<file path="src/rtl/spg_pkg.sv">
package spg_pkg;

    localparam int OP_W        = 2;
    localparam int ANGLE_W     = 8;
    localparam int US_W        = 12;
    localparam int CFG_INDEX_W = 1;
    localparam int HIGH_W      = 16;
    localparam int LOW_W       = 19;
    localparam int PROD_W      = 20;
    localparam int WIDTH_US_W  = 13;

    localparam logic [ANGLE_W-1:0] FULL_ANGLE = 8'd180;
    localparam logic [PROD_W-1:0]  FULL_ANGLE_P = 20'd180;

    // floor(2^30 / 180); estimate is exact or one low
    localparam int                RECIP_SHIFT = 30;
    localparam int                RECIP_W     = 23;
    localparam logic [RECIP_W-1:0] RECIP_180  = 23'd5965232;

    // two frame gaps added to the low phase
    localparam logic [LOW_W-1:0]  GAP_CYCLES = 19'd272384;
    localparam logic [HIGH_W-1:0] HIGH_MAX   = 16'hFFFF;

    localparam logic [US_W-1:0] MIN_PULSE_RESET = 12'd550;
    localparam logic [US_W-1:0] MAX_PULSE_RESET = 12'd2450;

    localparam logic [CFG_INDEX_W-1:0] CFG_MIN_PULSE = 1'd0;
    localparam logic [CFG_INDEX_W-1:0] CFG_MAX_PULSE = 1'd1;

    localparam int PIPE_STAGES = 6;
    localparam int QUEUE_DEPTH = 16;
    localparam int QUEUE_AW    = 4;
    localparam int CREDIT_W    = 5;

    typedef enum logic [OP_W-1:0] {
        OP_TICK      = 2'd0,
        OP_SET_ANGLE = 2'd1,
        OP_STOP      = 2'd2
    } op_t;

    typedef enum logic [1:0] {
        PH_IDLE = 2'd0,
        PH_HIGH = 2'd1,
        PH_LOW  = 2'd2
    } phase_t;

    typedef struct packed {
        op_t                op;
        logic [HIGH_W-1:0]  high_cycles;
        logic [LOW_W-1:0]   low_cycles;
    } qword_t;

    typedef struct packed {
        logic   push;
        qword_t word;
    } qpush_t;

endpackage

</file>
<file path="src/rtl/spg_scale.sv">
module spg_scale #(
    parameter int CLOCK_MHZ      = 16,
    parameter int TIMER_PRESCALE = 256
) (
    input  logic                        clk,
    input  logic [spg_pkg::ANGLE_W-1:0] angle,
    input  logic [spg_pkg::US_W-1:0]    min_pulse_us,
    input  logic [spg_pkg::US_W-1:0]    max_pulse_us,
    output logic [spg_pkg::HIGH_W-1:0]  cycles
);
    import spg_pkg::*;

    localparam int MHZ_W    = $clog2(CLOCK_MHZ + 1);
    localparam int SCALED_W = WIDTH_US_W + MHZ_W;
    localparam int RP_SHIFT = SCALED_W;
    localparam int RP_W     = RP_SHIFT + 1;
    localparam longint RP_INT = (longint'(1) << RP_SHIFT) / TIMER_PRESCALE;
    localparam logic [RP_W-1:0]     RP       = RP_W'(RP_INT);
    localparam logic [MHZ_W-1:0]    MHZ      = MHZ_W'(CLOCK_MHZ);
    localparam logic [SCALED_W-1:0] PRESCALE = SCALED_W'(TIMER_PRESCALE);
    localparam int E_W   = PROD_W + RECIP_W;
    localparam int M_W   = SCALED_W + RP_W;
    localparam int CMP_W = (SCALED_W > HIGH_W) ? SCALED_W : HIGH_W;

    logic [US_W-1:0]       span;
    logic [PROD_W-1:0]     prod_reg;
    logic [PROD_W-1:0]     prod2_reg;
    logic [US_W-1:0]       est_reg;
    logic [E_W-1:0]        est_full;
    logic [PROD_W-1:0]     rem;
    logic [US_W-1:0]       quot;
    logic [WIDTH_US_W-1:0] width_reg;
    logic [SCALED_W-1:0]   scaled_reg;
    logic [SCALED_W-1:0]   scaled2_reg;
    logic [SCALED_W-1:0]   est2_reg;
    logic [M_W-1:0]        est2_full;
    logic [SCALED_W-1:0]   rem2;
    logic [SCALED_W-1:0]   floor_cyc;
    logic [HIGH_W-1:0]     cycles_reg;

    assign span     = (max_pulse_us > min_pulse_us) ? (max_pulse_us - min_pulse_us) : '0;
    assign est_full = E_W'(prod_reg) * E_W'(RECIP_180);
    assign rem      = prod2_reg - PROD_W'(est_reg) * FULL_ANGLE_P;
    assign quot     = est_reg + US_W'(rem >= FULL_ANGLE_P);
    assign est2_full = M_W'(scaled_reg) * M_W'(RP);
    assign rem2     = scaled2_reg - est2_reg * PRESCALE;
    assign floor_cyc = (rem2 >= PRESCALE) ? (scaled2_reg - rem2 + PRESCALE)
                                          : (scaled2_reg - rem2);

    always_ff @(posedge clk)
    begin
        prod_reg    <= PROD_W'(span) * PROD_W'(angle);
        prod2_reg   <= prod_reg;
        est_reg     <= US_W'(est_full >> RECIP_SHIFT);
        width_reg   <= WIDTH_US_W'(min_pulse_us) + WIDTH_US_W'(quot);
        scaled_reg  <= SCALED_W'(width_reg) * SCALED_W'(MHZ);
        scaled2_reg <= scaled_reg;
        est2_reg    <= SCALED_W'(est2_full >> RP_SHIFT);
        cycles_reg  <= (CMP_W'(floor_cyc) > CMP_W'(HIGH_MAX)) ? HIGH_MAX
                                                              : HIGH_W'(floor_cyc);
    end

    assign cycles = cycles_reg;

endmodule

</file>
<file path="src/rtl/spg_front.sv">
module spg_front #(
    parameter int CLOCK_MHZ      = 16,
    parameter int TIMER_PRESCALE = 256
) (
    input  logic                            clk,
    input  logic                            rst_n,
    input  logic                            cfg_we,
    input  logic [spg_pkg::CFG_INDEX_W-1:0] cfg_index,
    input  logic [spg_pkg::US_W-1:0]        cfg_data,
    input  logic                            cmd_valid,
    output logic                            cmd_ready,
    input  logic [spg_pkg::OP_W-1:0]        operation,
    input  logic [spg_pkg::ANGLE_W-1:0]     angle,
    input  logic                            pop,
    output spg_pkg::qpush_t                 qpush
);
    import spg_pkg::*;

    logic [US_W-1:0]        min_pulse_reg;
    logic [US_W-1:0]        max_pulse_reg;
    logic [CREDIT_W-1:0]    credit_reg;
    logic [CREDIT_W-1:0]    credit_next;
    logic                   accept;
    op_t                    op_dec;
    logic [ANGLE_W-1:0]     angle_sat;
    logic                   valid0_reg;
    op_t                    op0_reg;
    logic [ANGLE_W-1:0]     angle0_reg;
    logic [ANGLE_W-1:0]     mirror0_reg;
    logic [PIPE_STAGES-1:0] valid_pipe_reg;
    op_t                    op_pipe_reg [PIPE_STAGES];
    logic [HIGH_W-1:0]      high_cyc;
    logic [HIGH_W-1:0]      mirror_cyc;

    assign cmd_ready = (credit_reg != '0);
    assign accept    = cmd_valid && cmd_ready;
    assign angle_sat = (angle > FULL_ANGLE) ? FULL_ANGLE : angle;

    always_comb
    begin
        case (operation)
            OP_SET_ANGLE: op_dec = OP_SET_ANGLE;
            OP_STOP:      op_dec = OP_STOP;
            default:      op_dec = OP_TICK;
        endcase
    end

    always_comb
    begin
        credit_next = credit_reg + CREDIT_W'(pop) - CREDIT_W'(accept);
    end

    always_ff @(posedge clk or negedge rst_n)
    begin
        if (!rst_n)
        begin
            min_pulse_reg <= MIN_PULSE_RESET;
            max_pulse_reg <= MAX_PULSE_RESET;
        end
        else if (cfg_we)
        begin
            case (cfg_index)
                CFG_MIN_PULSE: min_pulse_reg <= cfg_data;
                CFG_MAX_PULSE: max_pulse_reg <= cfg_data;
                default:       ;
            endcase
        end
    end

    always_ff @(posedge clk or negedge rst_n)
    begin
        if (!rst_n)
        begin
            credit_reg     <= CREDIT_W'(QUEUE_DEPTH);
            valid0_reg     <= 1'b0;
            valid_pipe_reg <= '0;
        end
        else
        begin
            credit_reg     <= credit_next;
            valid0_reg     <= accept;
            valid_pipe_reg <= {valid_pipe_reg[PIPE_STAGES-2:0], valid0_reg};
        end
    end

    always_ff @(posedge clk)
    begin
        op0_reg        <= op_dec;
        angle0_reg     <= angle_sat;
        mirror0_reg    <= FULL_ANGLE - angle_sat;
        op_pipe_reg[0] <= op0_reg;
        for (int i = 1; i < PIPE_STAGES; i++)
        begin
            op_pipe_reg[i] <= op_pipe_reg[i-1];
        end
    end

    spg_scale #(
        .CLOCK_MHZ      (CLOCK_MHZ),
        .TIMER_PRESCALE (TIMER_PRESCALE)
    ) u_scale_high (
        .clk          (clk),
        .angle        (angle0_reg),
        .min_pulse_us (min_pulse_reg),
        .max_pulse_us (max_pulse_reg),
        .cycles       (high_cyc)
    );

    spg_scale #(
        .CLOCK_MHZ      (CLOCK_MHZ),
        .TIMER_PRESCALE (TIMER_PRESCALE)
    ) u_scale_low (
        .clk          (clk),
        .angle        (mirror0_reg),
        .min_pulse_us (min_pulse_reg),
        .max_pulse_us (max_pulse_reg),
        .cycles       (mirror_cyc)
    );

    always_comb
    begin
        qpush.push             = valid_pipe_reg[PIPE_STAGES-1];
        qpush.word.op          = op_pipe_reg[PIPE_STAGES-1];
        qpush.word.high_cycles = high_cyc;
        qpush.word.low_cycles  = LOW_W'(mirror_cyc) + GAP_CYCLES;
    end

endmodule

</file>
<file path="src/rtl/spg_queue.sv">
module spg_queue (
    input  logic             clk,
    input  logic             rst_n,
    input  spg_pkg::qpush_t  qpush,
    input  logic             pop,
    output logic             q_valid,
    output spg_pkg::qword_t  q_word
);
    import spg_pkg::*;

    qword_t              mem [QUEUE_DEPTH];
    logic [QUEUE_AW-1:0] wr_ptr_reg;
    logic [QUEUE_AW-1:0] rd_ptr_reg;
    logic [CREDIT_W-1:0] count_reg;
    logic [CREDIT_W-1:0] count_next;

    assign q_valid = (count_reg != '0);
    assign q_word  = mem[rd_ptr_reg];

    always_comb
    begin
        count_next = count_reg + CREDIT_W'(qpush.push) - CREDIT_W'(pop);
    end

    always_ff @(posedge clk or negedge rst_n)
    begin
        if (!rst_n)
        begin
            wr_ptr_reg <= '0;
            rd_ptr_reg <= '0;
            count_reg  <= '0;
        end
        else
        begin
            if (qpush.push)
            begin
                wr_ptr_reg <= wr_ptr_reg + 1'b1;
            end
            if (pop)
            begin
                rd_ptr_reg <= rd_ptr_reg + 1'b1;
            end
            count_reg <= count_next;
        end
    end

    always_ff @(posedge clk)
    begin
        if (qpush.push)
        begin
            mem[wr_ptr_reg] <= qpush.word;
        end
    end

endmodule

</file>
<file path="src/rtl/spg_back.sv">
module spg_back (
    input  logic            clk,
    input  logic            rst_n,
    input  logic            q_valid,
    input  spg_pkg::qword_t q_word,
    output logic            pop,
    output logic            pulse_valid,
    input  logic            pulse_ready,
    output logic            pin_level,
    output logic            frame_start,
    output logic            running
);
    import spg_pkg::*;

    phase_t             phase_reg;
    phase_t             phase_next;
    logic [LOW_W-1:0]   counter_reg;
    logic [LOW_W-1:0]   counter_next;
    logic [HIGH_W-1:0]  high_reg;
    logic [HIGH_W-1:0]  high_next;
    logic [LOW_W-1:0]   low_reg;
    logic [LOW_W-1:0]   low_next;
    logic               out_valid_reg;
    logic               pin_reg;
    logic               fstart_reg;
    logic               run_reg;
    logic               pin_next;
    logic               fstart_next;
    logic               run_next;
    logic               high_done;
    logic               low_done;

    assign pop       = q_valid && (!out_valid_reg || pulse_ready);
    assign high_done = (counter_reg >= LOW_W'(high_reg));
    assign low_done  = (counter_reg >= low_reg);

    // next state
    always_comb
    begin
        phase_next   = phase_reg;
        counter_next = counter_reg;
        high_next    = high_reg;
        low_next     = low_reg;
        case (q_word.op)
            OP_SET_ANGLE:
            begin
                high_next    = q_word.high_cycles;
                low_next     = q_word.low_cycles;
                phase_next   = (q_word.high_cycles == '0) ? PH_LOW : PH_HIGH;
                counter_next = LOW_W'(1);
            end
            OP_STOP:
            begin
                phase_next   = PH_IDLE;
                counter_next = '0;
            end
            default:
            begin
                case (phase_reg)
                    PH_HIGH:
                    begin
                        if (high_done)
                        begin
                            phase_next   = PH_LOW;
                            counter_next = LOW_W'(1);
                        end
                        else
                        begin
                            counter_next = counter_reg + 1'b1;
                        end
                    end
                    PH_LOW:
                    begin
                        if (low_done)
                        begin
                            phase_next   = (high_reg == '0) ? PH_LOW : PH_HIGH;
                            counter_next = LOW_W'(1);
                        end
                        else
                        begin
                            counter_next = counter_reg + 1'b1;
                        end
                    end
                    default: ;
                endcase
            end
        endcase
    end

    // outputs
    always_comb
    begin
        pin_next    = (phase_next == PH_HIGH);
        run_next    = (phase_next != PH_IDLE);
        case (q_word.op)
            OP_SET_ANGLE: fstart_next = 1'b1;
            OP_STOP:      fstart_next = 1'b0;
            default:      fstart_next = (phase_reg == PH_LOW) && low_done;
        endcase
    end

    always_ff @(posedge clk or negedge rst_n)
    begin
        if (!rst_n)
        begin
            phase_reg     <= PH_IDLE;
            counter_reg   <= '0;
            high_reg      <= '0;
            low_reg       <= '0;
            out_valid_reg <= 1'b0;
        end
        else
        begin
            if (pop)
            begin
                phase_reg   <= phase_next;
                counter_reg <= counter_next;
                high_reg    <= high_next;
                low_reg     <= low_next;
            end
            if (pop)
            begin
                out_valid_reg <= 1'b1;
            end
            else if (pulse_ready)
            begin
                out_valid_reg <= 1'b0;
            end
        end
    end

    always_ff @(posedge clk)
    begin
        if (pop)
        begin
            pin_reg    <= pin_next;
            fstart_reg <= fstart_next;
            run_reg    <= run_next;
        end
    end

    assign pulse_valid = out_valid_reg;
    assign pin_level   = pin_reg;
    assign frame_start = fstart_reg;
    assign running     = run_reg;

endmodule

</file>
<file path="src/rtl/servo_pulse_generator_top.sv">
// Servo pulse generator. Each accepted command word is one step of the pulse
// timebase (tick), a set-angle that restarts the frame, or a stop that drives
// the pin low; every word yields exactly one result word carrying pin level,
// frame start and running. One word per clock is sustained while pulse_ready
// stays high. Each word passes one input register, six stages of the two
// pulse-width scaling pipelines (high and mirrored low phase), then the
// 16-entry queue feeding the phase sequencer and its output register. The 16
// credits of that queue bound how many words may be in flight, so a stalled
// result side throttles cmd_ready after 16 words. Width registers are to
// be written while idle (not enforced) and apply at the next set-angle command.
module servo_pulse_generator_top #(
    parameter int CLOCK_MHZ      = 16,
    parameter int TIMER_PRESCALE = 256
) (
    input  logic                            clk,
    input  logic                            rst_n,
    input  logic                            cfg_we,
    input  logic [spg_pkg::CFG_INDEX_W-1:0] cfg_index,
    input  logic [spg_pkg::US_W-1:0]        cfg_data,
    input  logic                            cmd_valid,
    output logic                            cmd_ready,
    input  logic [spg_pkg::OP_W-1:0]        operation,
    input  logic [spg_pkg::ANGLE_W-1:0]     angle,
    output logic                            pulse_valid,
    input  logic                            pulse_ready,
    output logic                            pin_level,
    output logic                            frame_start,
    output logic                            running
);
    import spg_pkg::*;

    qpush_t qpush;
    qword_t q_word;
    logic   q_valid;
    logic   pop;

    spg_front #(
        .CLOCK_MHZ      (CLOCK_MHZ),
        .TIMER_PRESCALE (TIMER_PRESCALE)
    ) u_front (
        .clk       (clk),
        .rst_n     (rst_n),
        .cfg_we    (cfg_we),
        .cfg_index (cfg_index),
        .cfg_data  (cfg_data),
        .cmd_valid (cmd_valid),
        .cmd_ready (cmd_ready),
        .operation (operation),
        .angle     (angle),
        .pop       (pop),
        .qpush     (qpush)
    );

    spg_queue u_queue (
        .clk     (clk),
        .rst_n   (rst_n),
        .qpush   (qpush),
        .pop     (pop),
        .q_valid (q_valid),
        .q_word  (q_word)
    );

    spg_back u_back (
        .clk         (clk),
        .rst_n       (rst_n),
        .q_valid     (q_valid),
        .q_word      (q_word),
        .pop         (pop),
        .pulse_valid (pulse_valid),
        .pulse_ready (pulse_ready),
        .pin_level   (pin_level),
        .frame_start (frame_start),
        .running     (running)
    );

endmodule

</file>
<file path="config.mk">
export PLATFORM = sky130hd
export DESIGN_NAME = servo_pulse_generator_top
export DESIGN_NICKNAME = d
export VERILOG_FILES = /design/src/rtl/spg_pkg.sv /design/src/rtl/spg_scale.sv /design/src/rtl/spg_front.sv /design/src/rtl/spg_queue.sv /design/src/rtl/spg_back.sv /design/src/rtl/servo_pulse_generator_top.sv
export SDC_FILE = /design/constraint.sdc
export NUM_CORES = 2
export LEC_CHECK = 0
export ABC_AREA = 1
export ABC_CLOCK_PERIOD_IN_PS = 8700
export BUFFER_PORTS_ARGS = -buffer_cell sky130_fd_sc_hd__buf_2
export CORE_MARGIN = 2
export CORE_UTILIZATION = 55
export DETAILED_ROUTE_END_ITERATION = 10
export PLACE_DENSITY = 0.71
export SETUP_SLACK_MARGIN = 0.2
export SYNTH_ARGS = -nofsm -noshare
export SYNTH_HDL_FRONTEND = slang
export SYNTH_SLANG_ARGS = --single-unit
</file>
<file path="constraint.sdc">
create_clock -name clk -period 8.7 [get_ports clk]
set_clock_uncertainty 0.2 [all_clocks]
set_input_delay 1.305 -clock clk [delete_from_list [all_inputs] [get_ports clk]]
set_output_delay 1.305 -clock clk [all_outputs]
set_load 0.05 [all_outputs]
</file>
Yosys cells after proc, flatten, opt, wreduce, memory -nomap -nowiden
Memories as Yosys holds them, arrays and structs flattened.
Cells that the tools add are included.
Word-level totals
  memories: 2
  bits in latches: 0
  bits in read-only memories: 0
  register bits: 359
  output and inout bits: 5
  bits in writable memories: 604
Operators by class
  shift-type cells: 0
  divide/modulo/power cells: 0
  bitwise logic cells: 1
  multipliers: 6
  muxes and demuxes: 20
  $add $sub $neg: 22
  equality and inequality tests: 7
  reduce and logical (&&, ||, !) cells: 16
  magnitude comparators: 10
Memories
  u_queue.mem: words 16, bits a word 37, rd ports 1, clocked after Yosys merged registers in 0, wr ports 1, line spg_queue.sv:11  | qword_t mem [QUEUE_DEPTH];
  u_front.op_pipe_reg: words 6, bits a word 2, rd ports 6, clocked after Yosys merged registers in 0, wr ports 6, line spg_front.sv:31  | op_t op_pipe_reg [PIPE_STAGES];
Operator list (number)
  20-bit by 19-bit multiplier with 38-bit output, second input constant: 2
  19-bit case mux with 2 select lines: 2
  20-bit by 8-bit >= comparator with 1-bit output, second input constant: 2
  12-bit by 8-bit multiplier with 20-bit output: 2
  20-bit subtractor: 2
  19-bit two-way mux: 2
  18-bit by 9-bit adder with 18-bit output, second input constant: 2
  18-bit by 9-bit >= comparator with 1-bit output, second input constant: 2
  18-bit by 16-bit greater-than comparator with 1-bit output, second input constant: 2
  12-bit by 6-bit multiplier with 18-bit output, second input constant: 2
  18-bit two-way mux: 2
  17-bit by 17-bit subtractor with 18-bit output: 2
  17-bit by 18-bit subtractor with 18-bit output: 2
  16-bit logical NOT: 2
  12-bit by 12-bit adder with 13-bit output: 2
  12-bit by 1-bit adder with 12-bit output: 2
  16-bit by 19-bit adder with 19-bit output, second input constant: 1
  19-bit by 1-bit adder with 19-bit output, second input constant: 1
  19-bit by 16-bit >= comparator with 1-bit output: 1
  19-bit >= comparator: 1
  12-bit greater-than comparator: 1
  12-bit two-way mux: 1
  2-bit case mux with 2 select lines: 3
  12-bit subtractor: 1
  19 further kinds: 40

Depth between registers and ports, before layout
  depth after elaboration: 6
  gate-level depth with buffers: 42
  gate-level depth less buffers: 42

By module
Synthesis repeated with hierarchy kept, for this count alone.
Unflattened totals
  cells, all modules: 6711
  area, all modules: 61605.3 sq um
By module, submodules not included
  spg_queue: seq. area each 18102.4 sq um, times used 1, area each 26115.0 sq um, cells an instance 2470
  spg_scale at u_front.u_scale_high: seq. area each 1721.7 sq um, times used 1, area each 14747.9 sq um, cells an instance 1779
  spg_scale at u_front.u_scale_low: seq. area each 1721.7 sq um, times used 1, area each 14525.2 sq um, cells an instance 1729
  spg_back: seq. area each 1516.5 sq um, times used 1, area each 3848.7 sq um, cells an instance 496
  spg_front: seq. area each 1493.9 sq um, times used 1, area each 2368.5 sq um, cells an instance 237

Least setup slack after synthesis
No wires, ideal clock.
  kind: flip-flop to flip-flop
  from: register u_front.u_scale_low.est_reg[2]
  to: register u_front.u_scale_low.width_reg[11]
  cell stages (with the launch flop): 35
  path buffers: 0
  setup slack: 2.406 ns
  required time: 8.428 ns
  data arrival time: 6.022 ns
  cells stage by stage: dfxtp_1 -> ha_1 -> ha_1 -> inv_1 -> fa_1 -> inv_1 -> ha_1 -> inv_1 -> fa_1 -> o21ai_0 -> a21oi_1 -> o21ai_0 -> a21oi_1 -> nor2_1 -> nor2_1 -> xor2_1 -> ha_1 -> nand2_1 -> o21ai_0 -> a21oi_1 -> or2_2 -> nand4_1 -> ha_1 -> ha_1 -> nand3_1 -> xnor2_1 -> ha_1 -> nand2_1 -> o21ai_0 -> a21oi_1 -> o21a_1 -> o21ai_0 -> nand3_1 -> nand2_1 -> xor2_1
Between the ends
  cells in the longest elaborated chain, start to end: 5
RTL lines
  from (decl): line spg_scale.sv:28  | logic [US_W-1:0] est_reg;
  from (signal assigned): line spg_scale.sv:54  | est_reg <= US_W'(est_full >> RECIP_SHIFT);
  12-bit by 6-bit multiplier with 18-bit output: line spg_scale.sv:43  | assign rem = prod2_reg - PROD_W'(est_reg) * FULL_ANGLE_P;
  20-bit subtractor: line spg_scale.sv:43
  20-bit by 8-bit >= comparator with 1-bit output: line spg_scale.sv:44  | assign quot = est_reg + US_W'(rem >= FULL_ANGLE_P);
  12-bit by 1-bit adder with 12-bit output *: line spg_scale.sv:44
  12-bit by 12-bit adder with 13-bit output *: line spg_scale.sv:55  | width_reg <= WIDTH_US_W'(min_pulse_us) + WIDTH_US_W'(quot);
  to (signal assigned): line spg_scale.sv:55
  to (decl): line spg_scale.sv:32  | logic [WIDTH_US_W-1:0] width_reg;
Mark *: on every way between the ends. The rest lies on a longest branch, timed or not.
A chain may end at the register's enable or synchronous reset.

Final worst setup path
  from: register u_front.u_scale_high.est_reg[1]
  to: register u_front.u_scale_high.width_reg[7]
Between the ends
  cells in the longest elaborated chain, start to end: 5
RTL lines (line)
  from (decl): spg_scale.sv:28
  from (signal assigned): spg_scale.sv:54
  12-bit by 6-bit multiplier with 18-bit output: spg_scale.sv:43
  20-bit subtractor: spg_scale.sv:43
  20-bit by 8-bit >= comparator with 1-bit output: spg_scale.sv:44
  12-bit by 1-bit adder with 12-bit output *: spg_scale.sv:44
  12-bit by 12-bit adder with 13-bit output *: spg_scale.sv:55
  to (signal assigned): spg_scale.sv:55
  to (decl): spg_scale.sv:32
Marks and branches as above.

==> impl_metrics.env <==
export IMPL_final_antenna_net_count=0
export IMPL_io_pins=33
export IMPL_drv_slew=0
export IMPL_insertion_delay_ns=0.61
export IMPL_max_slew_margin_pct=16.05
export IMPL_dpl_hpwl_um=83540
export IMPL_largest_reg_flops=336
export IMPL_fp_dieW_um=299.0
export IMPL_clock_path_buffers=3
export IMPL_cts_htree_levels=3
export IMPL_path_max_fanout=6
export IMPL_wl_per_cell_um=17.55
export IMPL_floorplan_initialDensity_pct=55.34
export IMPL_area_growth_syn_to_layout_pct=7.733
export IMPL_overflow=0
export IMPL_place_congestion=0.9386
export IMPL_cp_start_kind="flop"
export IMPL_drc=0
export IMPL_path_class="flop to flop"
export IMPL_die_area_um2=89390
export IMPL_setup_viol=0
export IMPL_ff_latch_area_um2=16480
export IMPL_synth_distinct_cells=56
export IMPL_io_buffer_count=32
export IMPL_nets=6156
export IMPL_async_reset_ff_share_pct=14.44
export IMPL_fin_setup_tns_ns=0
export IMPL_grt_max_degree=111
export IMPL_fin_crit_sh_pct=81.73
export IMPL_dr_pass1_iters=5
export IMPL_syn_avg_cell_area_um2=9.367
export IMPL_cts_root_buf="clkbuf_16"
export IMPL_hold_viol=0
export IMPL_cp_slowest_cell="fa_1"
export IMPL_antenna_found_initial=5
export IMPL_cts_sinks=630
export IMPL_fmax_mhz=140.6
export IMPL_layout_min_cycle_time_ns=7.110
export IMPL_cts_buffers=69
export IMPL_fill_cells=7356
export IMPL_status="complete, no violations"
export IMPL_crit_path_end_kind="flop"
export IMPL_drt_initial_drc_count=2260
export IMPL_vias=34077
export IMPL_grt_total_usage_pct=25.46
export IMPL_ys_flop_type="edfxtp_1"
export IMPL_yosysWarningCount=0
export IMPL_cp_data_required_time_ns=9.03
export IMPL_core_area_um2=86480
export IMPL_final_common_cell="inv_1"
export IMPL_multiInputGateArea_um2=27080
export IMPL_synth_seq_area_share_pct=34.42
export IMPL_post_cts_buffers=0
export IMPL_arrival_ns=7.44
export IMPL_clk_pin_slew_ns=0.06
export IMPL_min_delay_start="u_front.op_pipe_reg[0][0]$_DFF_P_"
export IMPL_worst_slew_pin_slew_ns=1.255
export IMPL_syn_inst=5109
export IMPL_worst_path_most_repeated_cell="ha_1"
export IMPL_yosys_register_bits=630
export IMPL_max_cap_violations=0
export IMPL_syn_area_um2=47860
export IMPL_std_cell_rows=108
export IMPL_die_y_um=299.0
export IMPL_viasPerCell=5.357
export IMPL_r2r_start="u_front.u_scale_high.est_reg[1]$_DFF_P_"
export IMPL_grt_first_pass_wirelength_um=179700
export IMPL_cts_tree="yes"
export IMPL_layout_drive_gt1_share_pct=4.766
export IMPL_cts_resized=0
export IMPL_rsz0062_at_grt="false"
export IMPL_synth_nets=6119
export IMPL_cts_hold_buffers=0
export IMPL_startpoint="u_front.u_scale_high.est_reg[1]$_DFF_P_"
export IMPL_wl_um=111600
export IMPL_cp_slowest_stage_delay_ns=0.49
export IMPL_grt_pass1_vias=34405
export IMPL_hold_path_class="flop to flop"
export IMPL_synth_edf_count=339
export IMPL_mostFrequentLayoutCells="1013 x inv_1, 695 x nand2_1, 581 x ha_1"
## through the flow
step	utilization [%]	instances	hold slack, ns	setup slack, ns	area [um2]
after floorplan	-	5109	0.1096	2.406	47860
after global placement	56.94	6230	0.1100	1.783	49240
after detailed placement	56.94	6230	0.1121	1.659	49240
after CTS	59.61	6358	0.1033	1.603	51550
after global routing	59.61	6359	0.1206	0.8486	51550
final	59.62	6361	0.1071	1.590	51560
## cells in the mapped netlist (29+ instances only)
cell / count / area, um2
inv_1: 1013 / 3802
dfxtp_1: 200 / 4004
ha_1: 581 / 7269
nor2_1: 513 / 1926
xor2_1: 117 / 1025
o221ai_1: 39 / 341.6
nand2_1: 695 / 2609
clkbuf_1: 41 / 153.9
nand3_1: 174 / 870.8
xnor2_1: 57 / 499.2
nand4_1: 36 / 225.2
nor3_1: 36 / 180.2
buf_2: 30 / 150.1
o22ai_1: 29 / 181.4
edfxtp_1: 339 / 10180
dfrtp_1: 81 / 2027
o21ai_0: 279 / 1396
o211ai_1: 33 / 247.7
a21oi_1: 209 / 1046
fa_1: 401 / 8028
## worst paths after layout
check	to	slack (ns)	depth (start not counted)
max	u_front.u_scale_high.width_reg[7]$_DFF_P_	1.59	37
min	u_front.op_pipe_reg[1][0]$_DFF_P_	0.11	0
max reg2reg	u_front.u_scale_high.width_reg[7]$_DFF_P_	1.59	37
min reg2reg	u_front.op_pipe_reg[1][0]$_DFF_P_	0.11	0
max in group asynchronous	u_queue.rd_ptr_reg[0]$_DFFE_PN0P_	6.65	2
min in group asynchronous	u_front.max_pulse_reg[9]$_DFFE_PN0P_	0.44	1
## critical path: cells and delay by family (launching register included)
family / cells / cell delay (ns)
compound gates: 10 / 1.92
flops: 1 / 0.48
simple gates: 9 / 0.89
xor+xnor: 4 / 0.64
fa+ha+maj: 8 / 2.56
buf+inv: 6 / 0.35
## layout make-up
class | instances | area share (%)
Clock buffer | 105 | 3.968
Clock inverter | 23 | 0.5096
Timing Repair Buffer | 62 | 0.7523
Antenna cell | 3 | 0.01456
Inverter | 1025 | 7.469
Tap cell | 1155 | 2.803
Sequential cell | 630 | 31.96
Multi-Input combinational cell | 3358 | 52.52
## layer usage
layer  up-vias  share of wire [%]  GRT usage (%)
met5         -              0.028              0
met4         6                3.4          8.774
met3       202                7.0          4.798
met2       971                 46          41.81
met1     16343                 43          33.95
li1      16555                  -              -
## cells by family (layout without fill, tap and decap cells)
| group | count (synthesis) | count (layout) | synth area share [%] |
|---|---|---|---|
| AOI/OAI and AO/OA | 698 | 698 | 8.468 |
| xor gates and xnor gates | 174 | 174 | 3.184 |
| adders and majority gates | 982 | 982 | 31.96 |
| buffers and inverters | 1121 | 1215 | 9.085 |
| DFF | 630 | 630 | 34.42 |
| other | 0 | 3 | 0 |
| and+or+nand+nor | 1504 | 1504 | 12.88 |
Power is left out: the tool's default activity adds up to more than one toggle a clock period on the data nets, which glitch-free logic cannot reach.
